===== src/sv/hbl_pkg.sv =====
package hbl_pkg;

	// command codes
	localparam logic [2:0] KIND_HUE    = 3'd0;
	localparam logic [2:0] KIND_DIM    = 3'd1;
	localparam logic [2:0] KIND_MAX    = 3'd2;
	localparam logic [2:0] KIND_OFF    = 3'd3;
	localparam logic [2:0] KIND_ADJUST = 3'd4;

	// configuration register indexes
	localparam logic [1:0] REG_DIM_STEP    = 2'd0;
	localparam logic [1:0] REG_MAX_LEVEL   = 2'd1;
	localparam logic [1:0] REG_START_LEVEL = 2'd2;

	// configuration reset values
	localparam logic [7:0] DIM_STEP_RST    = 8'd4;
	localparam logic [7:0] MAX_LEVEL_RST   = 8'd240;
	localparam logic [7:0] START_LEVEL_RST = 8'd120;

	// colour channel codes, in wire order
	localparam logic [1:0] CH_GREEN = 2'd0;
	localparam logic [1:0] CH_RED   = 2'd1;
	localparam logic [1:0] CH_BLUE  = 2'd2;

	typedef struct packed {
		logic [2:0]         kind;
		logic signed [15:0] hue;
		logic signed [7:0]  delta;
	} in_t;

	typedef struct packed {
		logic [7:0] led_byte;
		logic       byte_valid;
		logic [7:0] led_index;
		logic [1:0] channel;
		logic       last;
		logic [7:0] brightness;
	} out_t;

	// request to the shared scaling unit
	typedef struct packed {
		logic       valid;
		logic [1:0] tag;
		logic [7:0] x;
		logic [7:0] lvl;
	} scl_req_t;

	// result from the shared scaling unit
	typedef struct packed {
		logic       valid;
		logic [1:0] tag;
		logic [7:0] q;
	} scl_res_t;

endpackage


===== src/sv/hbl_scale.sv =====
// shared scaler: q = (x * lvl) / 255, two stages
module hbl_scale (
	input  logic              clk,
	input  logic              arst_n,
	input  hbl_pkg::scl_req_t req,
	output hbl_pkg::scl_res_t res
);

	logic        v_s1, v_s2;
	logic [1:0]  tag_s1, tag_s2;
	logic [15:0] p_s1;
	logic [7:0]  q_s2;
	logic [16:0] sum;

	// exact divide by 255 for any product of two 8-bit values
	assign sum = 17'(p_s1) + 17'(p_s1[15:8]) + 17'd1;

	always_ff @(posedge clk or negedge arst_n) begin
		if (!arst_n) begin
			v_s1 <= 1'b0;
			v_s2 <= 1'b0;
		end else begin
			v_s1 <= req.valid;
			v_s2 <= v_s1;
		end
	end

	always_ff @(posedge clk) begin
		tag_s1 <= req.tag;
		p_s1   <= 16'(req.x) * 16'(req.lvl);
		tag_s2 <= tag_s1;
		q_s2   <= sum[15:8];
	end

	assign res.valid = v_s2;
	assign res.tag   = tag_s2;
	assign res.q     = q_s2;

endmodule


===== src/sv/hue_brightness_led_frame_top.sv =====
// colour controller for a chain of addressable leds
// input channel: in_valid / in_stall carry one command item (kind, hue, delta).
// in_stall is high whenever a command is in progress; one item at a time.
// output channel: out_valid / out_stall carry result items from an output
// register. a hue, dim or off command gives LED_COUNT*3 byte items in
// green, red, blue order per led; max and adjust give one status item.
// sequence: a frame command scales its three channel bytes through one shared
// two-stage multiplier, then loads the scaled bytes into the output register
// one byte a cycle while out_stall does not hold it; the next command is taken
// only after the last byte is loaded. a status command goes straight to the
// send state and loads its one status item. the single output register and
// the byte sequencer set this order.
// stall: while out_stall is high the current item holds and the sequencer
// waits; nothing is dropped.
// reset: level and base colour clear to zero, registers return to
// dim_step 4, max_level 240, start_level 120; no item pending.
// config: cfg_we with cfg_index and cfg_data; the user must write these only while idle, the block does not enforce it
module hue_brightness_led_frame_top #(
	parameter int LED_COUNT = 5
) (
	input  logic          clk,
	input  logic          arst_n,
	input  logic          in_valid,
	output logic          in_stall,
	input  hbl_pkg::in_t  in_data,
	output logic          out_valid,
	input  logic          out_stall,
	output hbl_pkg::out_t out_data,
	input  logic          cfg_we,
	input  logic [1:0]    cfg_index,
	input  logic [7:0]    cfg_data
);

	localparam int LW = (LED_COUNT > 1) ? $clog2(LED_COUNT) : 1;

	typedef enum logic [1:0] {ST_IDLE, ST_SCALE, ST_SEND} state_t;

	state_t state_q;

	// configuration
	logic [7:0] dim_step_q, max_level_q, start_level_q;

	// block state
	logic [7:0] level_q, base_r_q, base_g_q, base_b_q;

	// scaled frame bytes
	logic [7:0] scl_r_q, scl_g_q, scl_b_q;

	// sequencing
	logic          status_q;
	logic [1:0]    iss_q;
	logic [LW-1:0] led_q;
	logic [1:0]    ch_q;

	logic          out_valid_q;
	hbl_pkg::out_t out_q;

	hbl_pkg::scl_req_t req;
	hbl_pkg::scl_res_t res;

	logic              accept;
	logic              load_ok;
	logic              frame_last;
	logic [23:0]       hue_rgb_w;
	logic signed [9:0] dim_sum, adj_sum;
	logic [7:0]        dim_lvl, adj_lvl, send_byte;
	logic [7:0]        scl_x;

	// hue to six-sector base colour, {r, g, b}
	function automatic logic [23:0] hue_rgb(input logic signed [15:0] h);
		logic [8:0] hv;
		logic [2:0] sec;
		logic [5:0] f;
		logic [9:0] up_m, dn_m;
		logic [7:0] up, dn;
		logic [23:0] rgb;
		hv = (h[15] || h >= 16'sd360) ? 9'd0 : h[8:0];
		if (hv >= 9'd300) begin
			sec = 3'd5; f = 6'(hv - 9'd300);
		end else if (hv >= 9'd240) begin
			sec = 3'd4; f = 6'(hv - 9'd240);
		end else if (hv >= 9'd180) begin
			sec = 3'd3; f = 6'(hv - 9'd180);
		end else if (hv >= 9'd120) begin
			sec = 3'd2; f = 6'(hv - 9'd120);
		end else if (hv >= 9'd60) begin
			sec = 3'd1; f = 6'(hv - 9'd60);
		end else begin
			sec = 3'd0; f = hv[5:0];
		end
		// 255/60 is 17/4
		up_m = 10'(f) * 10'd17;
		dn_m = (10'd60 - 10'(f)) * 10'd17;
		up   = up_m[9:2];
		dn   = dn_m[9:2];
		case (sec)
			3'd0:    rgb = {8'd255, up, 8'd0};
			3'd1:    rgb = {dn, 8'd255, 8'd0};
			3'd2:    rgb = {8'd0, 8'd255, up};
			3'd3:    rgb = {8'd0, dn, 8'd255};
			3'd4:    rgb = {up, 8'd0, 8'd255};
			default: rgb = {8'd255, 8'd0, dn};
		endcase
		return rgb;
	endfunction

	// clamp to 1..255
	function automatic logic [7:0] clamp_lvl(input logic signed [9:0] v);
		logic [7:0] c;
		if (v < 10'sd1)
			c = 8'd1;
		else if (v > 10'sd255)
			c = 8'd255;
		else
			c = v[7:0];
		return c;
	endfunction

	assign accept   = in_valid && (state_q == ST_IDLE);
	assign in_stall = (state_q != ST_IDLE);

	assign hue_rgb_w = hue_rgb(in_data.hue);

	assign dim_sum = $signed({2'b00, level_q}) - $signed({2'b00, dim_step_q});
	assign adj_sum = $signed({2'b00, level_q}) + $signed({{2{in_data.delta[7]}}, in_data.delta});
	// dim to a level below 2 acts as off
	assign dim_lvl = (clamp_lvl(dim_sum) < 8'd2) ? 8'd0 : clamp_lvl(dim_sum);
	assign adj_lvl = clamp_lvl(adj_sum);

	// issue green, red, blue to the shared scaler; off frames scale by zero
	assign req.valid = (state_q == ST_SCALE) && (iss_q != 2'd3);
	assign req.tag   = iss_q;
	assign req.lvl   = level_q;
	assign req.x     = scl_x;
	always_comb begin
		case (iss_q)
			hbl_pkg::CH_GREEN: scl_x = base_g_q;
			hbl_pkg::CH_RED:   scl_x = base_r_q;
			default:           scl_x = base_b_q;
		endcase
	end

	hbl_scale u_scale (
		.clk    (clk),
		.arst_n (arst_n),
		.req    (req),
		.res    (res)
	);

	always_comb begin
		case (ch_q)
			hbl_pkg::CH_GREEN: send_byte = scl_g_q;
			hbl_pkg::CH_RED:   send_byte = scl_r_q;
			default:           send_byte = scl_b_q;
		endcase
	end

	assign frame_last = (led_q == LW'(LED_COUNT - 1)) && (ch_q == hbl_pkg::CH_BLUE);
	assign load_ok    = !out_valid_q || !out_stall;

	always_ff @(posedge clk or negedge arst_n) begin
		if (!arst_n) begin
			state_q       <= ST_IDLE;
			dim_step_q    <= hbl_pkg::DIM_STEP_RST;
			max_level_q   <= hbl_pkg::MAX_LEVEL_RST;
			start_level_q <= hbl_pkg::START_LEVEL_RST;
			level_q       <= 8'd0;
			base_r_q      <= 8'd0;
			base_g_q      <= 8'd0;
			base_b_q      <= 8'd0;
			scl_r_q       <= 8'd0;
			scl_g_q       <= 8'd0;
			scl_b_q       <= 8'd0;
			status_q      <= 1'b0;
			iss_q         <= 2'd0;
			led_q         <= '0;
			ch_q          <= 2'd0;
			out_valid_q   <= 1'b0;
			out_q         <= '0;
		end else begin
			if (cfg_we) begin
				unique case (cfg_index)
					hbl_pkg::REG_DIM_STEP:    dim_step_q    <= cfg_data;
					hbl_pkg::REG_MAX_LEVEL:   max_level_q   <= cfg_data;
					hbl_pkg::REG_START_LEVEL: start_level_q <= cfg_data;
					default: ;
				endcase
			end

			// next item loaded, or the held one taken
			if ((state_q == ST_SEND) && load_ok)
				out_valid_q <= 1'b1;
			else if (out_valid_q && !out_stall)
				out_valid_q <= 1'b0;

			unique case (state_q)
				ST_IDLE: begin
					if (accept) begin
						iss_q <= 2'd0;
						led_q <= '0;
						ch_q  <= hbl_pkg::CH_GREEN;
						unique case (in_data.kind)
							hbl_pkg::KIND_HUE: begin
								if (level_q == 8'd0)
									level_q <= start_level_q;
								base_r_q <= hue_rgb_w[23:16];
								base_g_q <= hue_rgb_w[15:8];
								base_b_q <= hue_rgb_w[7:0];
								status_q <= 1'b0;
								state_q  <= ST_SCALE;
							end
							hbl_pkg::KIND_DIM: begin
								level_q  <= dim_lvl;
								status_q <= 1'b0;
								state_q  <= ST_SCALE;
							end
							hbl_pkg::KIND_MAX: begin
								level_q  <= max_level_q;
								status_q <= 1'b1;
								state_q  <= ST_SEND;
							end
							hbl_pkg::KIND_OFF: begin
								level_q  <= 8'd0;
								status_q <= 1'b0;
								state_q  <= ST_SCALE;
							end
							hbl_pkg::KIND_ADJUST: begin
								level_q  <= adj_lvl;
								status_q <= 1'b1;
								state_q  <= ST_SEND;
							end
							default: ;  // unused kinds are dropped
						endcase
					end
				end
				ST_SCALE: begin
					if (req.valid)
						iss_q <= iss_q + 2'd1;
					if (res.valid) begin
						case (res.tag)
							hbl_pkg::CH_GREEN: scl_g_q <= res.q;
							hbl_pkg::CH_RED:   scl_r_q <= res.q;
							default:           scl_b_q <= res.q;
						endcase
						// blue comes back last
						if (res.tag == hbl_pkg::CH_BLUE)
							state_q <= ST_SEND;
					end
				end
				ST_SEND: begin
					if (load_ok) begin
						if (status_q) begin
							out_q.led_byte   <= 8'd0;
							out_q.byte_valid <= 1'b0;
							out_q.led_index  <= 8'd0;
							out_q.channel    <= hbl_pkg::CH_GREEN;
							out_q.last       <= 1'b1;
							out_q.brightness <= level_q;
							state_q          <= ST_IDLE;
						end else begin
							out_q.led_byte   <= send_byte;
							out_q.byte_valid <= 1'b1;
							out_q.led_index  <= 8'(led_q);
							out_q.channel    <= ch_q;
							out_q.last       <= frame_last;
							out_q.brightness <= level_q;
							if (frame_last) begin
								state_q <= ST_IDLE;
							end else if (ch_q == hbl_pkg::CH_BLUE) begin
								ch_q  <= hbl_pkg::CH_GREEN;
								led_q <= led_q + LW'(1);
							end else begin
								ch_q <= ch_q + 2'd1;
							end
						end
					end
				end
				default: state_q <= ST_IDLE;
			endcase
		end
	end

	assign out_valid = out_valid_q;
	assign out_data  = out_q;

endmodule

===== config.mk =====
export PLATFORM = sky130hd
export DESIGN_NAME = hue_brightness_led_frame_top
export DESIGN_NICKNAME = d
export VERILOG_FILES = /design/src/sv/hbl_pkg.sv /design/src/sv/hbl_scale.sv /design/src/sv/hue_brightness_led_frame_top.sv
export SDC_FILE = /design/constraint.sdc
export NUM_CORES = 1
export LEC_CHECK = 0
export ABC_CLOCK_PERIOD_IN_PS = 11800
export BUFFER_PORTS_ARGS = -buffer_cell sky130_fd_sc_hd__buf_4
export CAP_MARGIN = 10
export CORE_ASPECT_RATIO = 1.75
export CORE_MARGIN = 2
export CORE_UTILIZATION = 50
export CTS_CLUSTER_SIZE = 16
export DETAILED_ROUTE_END_ITERATION = 7
export GPL_TIMING_DRIVEN = 0
export PLACE_DENSITY = 0.68
export SYNTH_ARGS = -nofsm -noshare
export SYNTH_HDL_FRONTEND = slang
export SYNTH_SLANG_ARGS = --single-unit

===== constraint.sdc =====
create_clock -name clk -period 11.8 [get_ports clk]
set_input_delay 1.77 -clock clk [delete_from_list [all_inputs] [get_ports clk]]
set_output_delay 1.77 -clock clk [all_outputs]
set_load 0.05 [all_outputs]

* Word level (Yosys, flattened, before mapping)
Index checks and enable logic that the tools add are counted.
** Operators by class
- Add/sub/neg operators :: 13
- Multipliers :: 3
- $lt $le $gt $ge :: 11
- Eq/ne operators :: 30
- Multiplexer cells :: 47
- Bitwise logic cells :: 1
- Reduce and logical (&&, ||, !) cells :: 40
** Operator list (count)
- 24-bit one-hot mux with 5 select lines :: 1
- 8-bit 2-to-1 mux :: 6
- 8-bit one-hot mux with 5 select lines :: 1
- 8-bit one-hot mux with 2 select lines :: 2
- 6-bit 2-to-1 mux :: 5
- 6-bit subtractor, second input constant :: 5
- 2-bit 2-to-1 mux :: 14
- 28-bit 2-to-1 mux :: 1
- 3-bit 2-to-1 mux :: 7
- 9-bit by 8-bit greater-or-equal comparator with 1-bit output, second input constant :: 2
- 3-bit AND reduction :: 6
- 16-bit by 1-bit adder with 16-bit output, second input constant :: 1
- 16-bit by 8-bit adder with 16-bit output :: 1
- 16-bit by 10-bit greater-or-equal comparator with 1-bit output, second input constant :: 1
- 8-bit by 8-bit multiplier with 16-bit output :: 1
- 3-bit by 2-bit == test with 1-bit output, second input constant :: 4
- 2-bit != test, second input constant :: 6
- 2-bit one-hot mux with 2 select lines :: 3
- 6-bit AND reduction :: 2
- 9-bit by 8-bit adder with 10-bit output :: 1
- 2-bit by 1-bit == test with 1-bit output, second input constant :: 5
- 10-bit by 9-bit > comparator with 1-bit output, second input constant :: 1
- 2-bit logical NOT :: 5
- 10-bit by 2-bit < comparator with 1-bit output, second input constant :: 1
- 35 further kinds :: 63
** Storage, ports and cells
- Flip-flop bits (word level) :: 149
- Input bits :: 42
- Output and inout port bits :: 30
- Logic and storage cells :: 173

* Logic depth before layout (Yosys ltp)
- Depth after elaboration :: 12
- Depth in mapped cells :: 26

* Hierarchy
A second synthesis with hierarchy kept.
** Unflattened totals
- Cell total of the unflattened synthesis :: 1106
- Area total of the unflattened synthesis :: 10463.8 sq um
** Modules (own cells, without submodules)
- hue_brightness_led_frame_top :: instances 1, cells each 776, area each 7348.3 sq um, seq. area each 2864.0 sq um
- hbl_scale :: instances 1, cells each 330, area each 3115.5 sq um, seq. area each 610.6 sq um

* Least setup slack after synthesis
No wires, ideal clock.
- Path type :: input -> register
- Start :: in in_data[12] (netlist bit)
- End :: reg base_b_q[7]
- Library setup time :: 0.128 ns
- Data arrival time :: 6.341 ns
- Data required time :: 11.672 ns
- Slack :: 5.331 ns
- Cell stages on the path :: 25
- Path buffers :: 1
- Cell sequence :: buf_2 o211a_1 o21a_1 nor2_4 nand2_1 inv_1 ha_1 nor4bb_1 o21a_1 o21ai_2 nor3b_1 a2111oi_0 and2_4 inv_2 nor2_1 xor2_1 inv_1 ha_1 ha_1 ha_1 a21o_1 a21oi_1 xnor2_1 xnor2_1 o21ai_1
** Between the ends
- Longest elaborated chain between the ends :: 12
- Elaborated cells between the ends (all ways) :: 32
- Classes of those cells :: add/sub (6); mul (2); order compare (6); eq/ne (4); mux (12); reduce/logical (2)
** RTL lines
- from (decl) :: line hue_brightness_led_frame_top.sv:25 : input hbl_pkg::in_t in_data,
- 16-bit by 10-bit greater-or-equal comparator with 1-bit output :: line hue_brightness_led_frame_top.sv:77 : hv = (h[15] || h >= 16'sd360) ? 9'd0 : h[8:0];
- 1-bit logical OR :: line hue_brightness_led_frame_top.sv:77
- 9-bit 2-to-1 mux (*) :: line hue_brightness_led_frame_top.sv:77
- 9-bit by 6-bit greater-or-equal comparator with 1-bit output or 6-bit subtractor (tied branches) :: line hue_brightness_led_frame_top.sv:86, hue_brightness_led_frame_top.sv:87
- 6-bit 2-to-1 mux :: line hue_brightness_led_frame_top.sv:86 : end else if (hv >= 9'd60) begin
- 6-bit 2-to-1 mux :: line hue_brightness_led_frame_top.sv:84 : end else if (hv >= 9'd120) begin
- 6-bit 2-to-1 mux :: line hue_brightness_led_frame_top.sv:82 : end else if (hv >= 9'd180) begin
- 6-bit 2-to-1 mux :: line hue_brightness_led_frame_top.sv:80 : end else if (hv >= 9'd240) begin
- 6-bit 2-to-1 mux :: line hue_brightness_led_frame_top.sv:78 : if (hv >= 9'd300) begin
- 6-bit by 6-bit subtractor with 7-bit output :: line hue_brightness_led_frame_top.sv:93 : dn_m = (10'd60 - 10'(f)) * 10'd17;
- 7-bit by 6-bit multiplier with 10-bit output :: line hue_brightness_led_frame_top.sv:93
- 24-bit one-hot mux with 5 select lines (*) :: line hue_brightness_led_frame_top.sv:96 : case (sec)
- to (signal assigned) :: line hue_brightness_led_frame_top.sv:208 : base_b_q <= hue_rgb_w[7:0];
- to (decl) :: line hue_brightness_led_frame_top.sv:44 : logic [7:0] level_q, base_r_q, base_g_q, base_b_q;
Every way passes the cells marked *; elsewhere a longest branch is shown, timed or not.
A chain may end at the register's enable or synchronous reset.

* Worst setup path after layout
- Start :: in in_data[20] (netlist bit)
- End :: reg base_b_q[7]
** Between the ends
- Longest elaborated chain between the ends :: 12
- Elaborated cells between the ends (all ways) :: 32
- Classes of those cells :: add/sub (6); mul (2); order compare (6); eq/ne (4); mux (12); reduce/logical (2)
** RTL lines (line)
- 16-bit by 10-bit greater-or-equal comparator with 1-bit output (*) :: hue_brightness_led_frame_top.sv:77
- 1-bit logical OR (*) :: hue_brightness_led_frame_top.sv:77
- 9-bit 2-to-1 mux (*) :: hue_brightness_led_frame_top.sv:77
- 9-bit by 6-bit greater-or-equal comparator with 1-bit output or 6-bit subtractor (tied branches) :: hue_brightness_led_frame_top.sv:86, hue_brightness_led_frame_top.sv:87
- 6-bit 2-to-1 mux :: hue_brightness_led_frame_top.sv:86
- 6-bit 2-to-1 mux :: hue_brightness_led_frame_top.sv:84
- 6-bit 2-to-1 mux :: hue_brightness_led_frame_top.sv:82
- 6-bit 2-to-1 mux :: hue_brightness_led_frame_top.sv:80
- 6-bit 2-to-1 mux :: hue_brightness_led_frame_top.sv:78
- 6-bit by 6-bit subtractor with 7-bit output :: hue_brightness_led_frame_top.sv:93
- 7-bit by 6-bit multiplier with 10-bit output :: hue_brightness_led_frame_top.sv:93
- 24-bit one-hot mux with 5 select lines (*) :: hue_brightness_led_frame_top.sv:96
Marks and branches as above.

==> reports/metrics.sh <==
CP.REQUIRED_NS=12.08
AREA_GROWTH_PCT=13.7
NUM_VIAS=8518
FP.COREAREA_SQ_UM=20800
CLK_PATH_BUF_DEPTH=2
SYNTH_TOP_AREA_SHARE_PCT=25.5
YOSYS_WARNINGS=0
CP-STARTPOINT='in_data[20]'
IO_PINS=72
CP_NUM_CELLS=25
ANTENNA_LEFT=0
FILLERINSTANCES=1858
WORST_VOLTAGE_DROP_ACROSS_THE_VDD_GRID_uV=88.0
CTS-ROOT-BUF='clkbuf_16'
ENDPOINT='base_b_q[7]$_DFFE_PN0P_'
HOLD_PATH.CLASS='flip-flop to flip-flop'
GR-TOTAL-OVERFLOW=0
VIASPERCELL=5.72
SYNTH_FLOP_CELL='dfrtp_1'
STATUS='finished clean'
R2R_SETUP_SLACK_NS=5.69
PLACE_HPWL_UM=21300
YOSYSTOPAREACELL='dfrtp_1'
VIA_COUNT_OF_THE_FIRST_GLOBAL_ROUTING_PASS=9076
CRIT_PATH_FREQUENT_CELL='ha_1'
GRT_FIRST_PASS_WIRELENGTH_UM=43500
SLOWEST_DELAY_NS=0.85
PWR_DENSITY_CELL_nW_PER_UM2=216
POST_SYNTH_MAIN_AREA_CONTRIBUTORS='dfrtp_1 (25%), ha_1 (11%), fa_1 (7.6%)'
SYNTHARSTFLOPSHARE_PCT=80.6
TRITONCTS_NUM_SINKS=144
TIMING_WORST_SETUP_PATH_TYPE='input pin to flip-flop'
FIRSTDRTPASSITERS=5
WORST_SETUP_PATH_START_KIND='input pin'
NETS=1397
MAXSLEWHEADROOM_PCT=34.0
DRT-TOTAL-WL_UM=26400
YOSYS.CELL_TYPES.COUNT=85
SYNTHESIS.AREA_SQ_UM=10500
WL_PER_CELL_UM=17.7
GRT_START_MAX_NET_PINS=79
RSZ0062_AT_GRT='no'
PATH_DELAY_FAMILY='simple AND/OR/NAND/NOR gates'
POSTCTSRESIZEDCELLS=0
SYNTH.AVG_CELL_AREA_SQ_UM=9.24
LAYOUT_WORST_PATH_CYCLE_SHARE_PCT=67.8
GRTUSAGETOTAL_PCT=24.7
N_ANTENNA_CELL=0
YOSYS_REGISTER_BITS=144
DR.FIRST_ITER.DRC_COUNT=486
TOTAL_NUMBER_OF_H_TREE_LEVELS=4
STARTING_DENSITY_PCT=50.6
R2R_CELLS=21
WORSTPATHBUFFERINVERTERCOUNT=4
DRV_SLEW=0
FINAL_LAYOUT_SIZE_SUFFIX_GT1_SHARE_PCT=15.3
FINALSETUPVIOLATIONS=0
FINALCLOCKSKEW_NS=0.0150
REGTOREGSTARTPOINT='iss_q[0]$_DFFE_PN0P_'
INSERTION_DELAY_NS=0.42
MAX_CAP_VIOLATIONS=0
PORT-BUFFER-COUNT=63
REG2REG_TO='u_scale.p_s1[13]$_DFF_P_'
TIMING_WORST_SLEW_PIN_VALUE_NS=0.976
ROUTE.DETAILED.DRC=0
REGISTER_CLOCK_PIN_SLEW_ON_THE_REPORTED_WORST_SETUP_AND_HOLD_PATHS_NS=0.06
TIMING.CRITICAL_PATH.TO_TYPE='flip-flop'
ROWS=70
FINAL_HOLD_VIOS=0
YOSYSSEQAREASHARE_PCT=33.1
FINAL.SETUP.TNS_NS=0
SYNTH_ENABLE_FLOP_CELLS=0
DIE_AREA_SQ_UM=22200
DP.CELLS=1458
CPMAXSTAGEDELAYCELL='nor4bb_1'
HOLDBUFCOUNTCTS=0
FINAL.MIN_CLOCK_PERIOD_NS=8.00
INITIAL_ANTENNA_VIOLATION_COUNT=0
DIE_HEIGHT_UM=196
POST_SYNTH_INST_COUNT=1137
FINALWEIGHTEDCONGESTION=0.934
POSTCTSSETUPREPAIRBUFS=0
WORSTPATHARRIVAL_NS=8.27
CTS-BUFFERS-INSERTED=17
TOP_FANOUT_VALUE_ON_THE_CRITICAL_PATH=9
LAYOUTNONFILLERINSTCOUNT=1490
CTS_TREE='done'
TOTAL_LEAKAGE_POWER_nW=5.63
DIEWIDTH_UM=114
MAXCLOCKFREQUENCY_GHz=0.125
-- state kept, by name, summed over array words and instances, names as in the netlist, 2 cells and up --
name and count:
scl_b_q 8, u_scale.p_s1 16, iss_q 2, state_q 2, u_scale.tag_s2 2, scl_g_q 8, scl_r_q 8, base_b_q 8
max_level_q 8, u_scale.q_s2 8, led_q 3, start_level_q 8, dim_step_q 8, ch_q 2, base_g_q 8, level_q 8
out_data 23, base_r_q 8, u_scale.tag_s1 2
-- stage by stage --
stage	cell area, sq um	util (%)	power [W]	hold WS (ns)	setup slack, ns
floorplan	10500	-	0.00168	0.310	5.33
global placement	11300	54.5	0.00201	0.311	3.59
detailed placement	11300	54.6	0.00205	0.317	3.59
CTS	11900	57.5	0.00261	0.327	4.00
global route	11900	57.5	0.00280	0.343	3.50
finish	11900	57.5	0.00258	0.327	3.80
-- cells in the final DEF, fill, tap and decap left out, types with 33 or more instances in the layout --
cell and n:
nand2_1 123, dfrtp_1 107, inv_1 106, ha_1 90, o21ai_0 71, buf_4 68
nor2_1 64, a21oi_1 58, mux2_2 49, fa_1 40, and2_1 39, clkbuf_1 34
xnor2_1 33
-- worst min-delay path by stage --
stage | to | startpoint | slack [ns] | depth (start not counted)
after floorplan | u_scale.tag_s2[0]$_DFF_P_ | u_scale.tag_s1[0]$_DFF_P_ | 0.31 | 0
after global placement | u_scale.tag_s2[1]$_DFF_P_ | u_scale.tag_s1[1]$_DFF_P_ | 0.31 | 0
after detailed placement | u_scale.tag_s2[1]$_DFF_P_ | u_scale.tag_s1[1]$_DFF_P_ | 0.32 | 0
after CTS | u_scale.tag_s2[1]$_DFF_P_ | u_scale.tag_s1[1]$_DFF_P_ | 0.33 | 0
after global routing | u_scale.tag_s2[0]$_DFF_P_ | u_scale.tag_s1[0]$_DFF_P_ | 0.34 | 0
final | u_scale.tag_s2[1]$_DFF_P_ | u_scale.tag_s1[1]$_DFF_P_ | 0.33 | 0
-- cell type report --
class                           instances  area (sq um)  share of cell area (%)
Clock inverter                         12           163                    1.36
Buffer                                 44           200                    1.68
Timing Repair Buffer                   65           509                    4.26
Inverter                              108           405                    3.39
Clock buffer                           20           437                    3.66
Multi-Input combinational cell        845          6440                    53.9
Sequential cell                       144          3470                    29.1
Tap cell                              252           315                    2.64
-- metal layers --
metal | GRT usage, % | up-vias | share of wire, %
met5 | 0 | - | 0
met4 | 15.3 | 0 | 5.9
met3 | 2.87 | 96 | 2.6
met2 | 47.9 | 229 | 56
met1 | 24.2 | 4063 | 36
li1 | - | 4130 | -
-- cell usage after synthesis, drive strengths merged, types with 19 or more instances --
cell	number
nand2	124
dfrtp	107
inv	107
ha	90
o21ai	77
nor2	65
a21oi	60
mux2	49
and2	40
fa	40
xnor2	33
clkbuf	31
dfxtp	28
nand3	21
nor3	20
o21a	19
-- worst register-to-register path: cells and delay by family, from the launching register on --
family	cells	cell delay, ns
adder cells (fa/ha/maj)	6	2.65
AO/OA/AOI/OAI	6	1.26
AND/OR/NAND/NOR	5	1.19
flip-flops	1	0.43
buffers and inverters	3	0.37
XOR/XNOR	1	0.12
-- power by group --
part	internal [W]	total, W	switching, W
Combinational	0.000515	0.00130	0.000782
Sequential	0.000635	0.000740	0.000105
Clock	0.000335	0.000546	0.000211
-- cells by family after synthesis --
| family | count (synthesis) | synth area share [%] |
|---|---|---|
| adder cells (fa/ha/maj) | 130 | 18.3 |
| AND/OR/NAND/NOR | 342 | 16.2 |
| AO/OA/AOI/OAI | 268 | 16.9 |
| other | 1 | 0.0357 |
| flip-flops | 144 | 33.1 |
| XOR/XNOR | 42 | 3.50 |
| multiplexers | 58 | 6.11 |
| buffers and inverters | 152 | 5.77 |
Note: power is estimated with default switching activity, not from simulation.
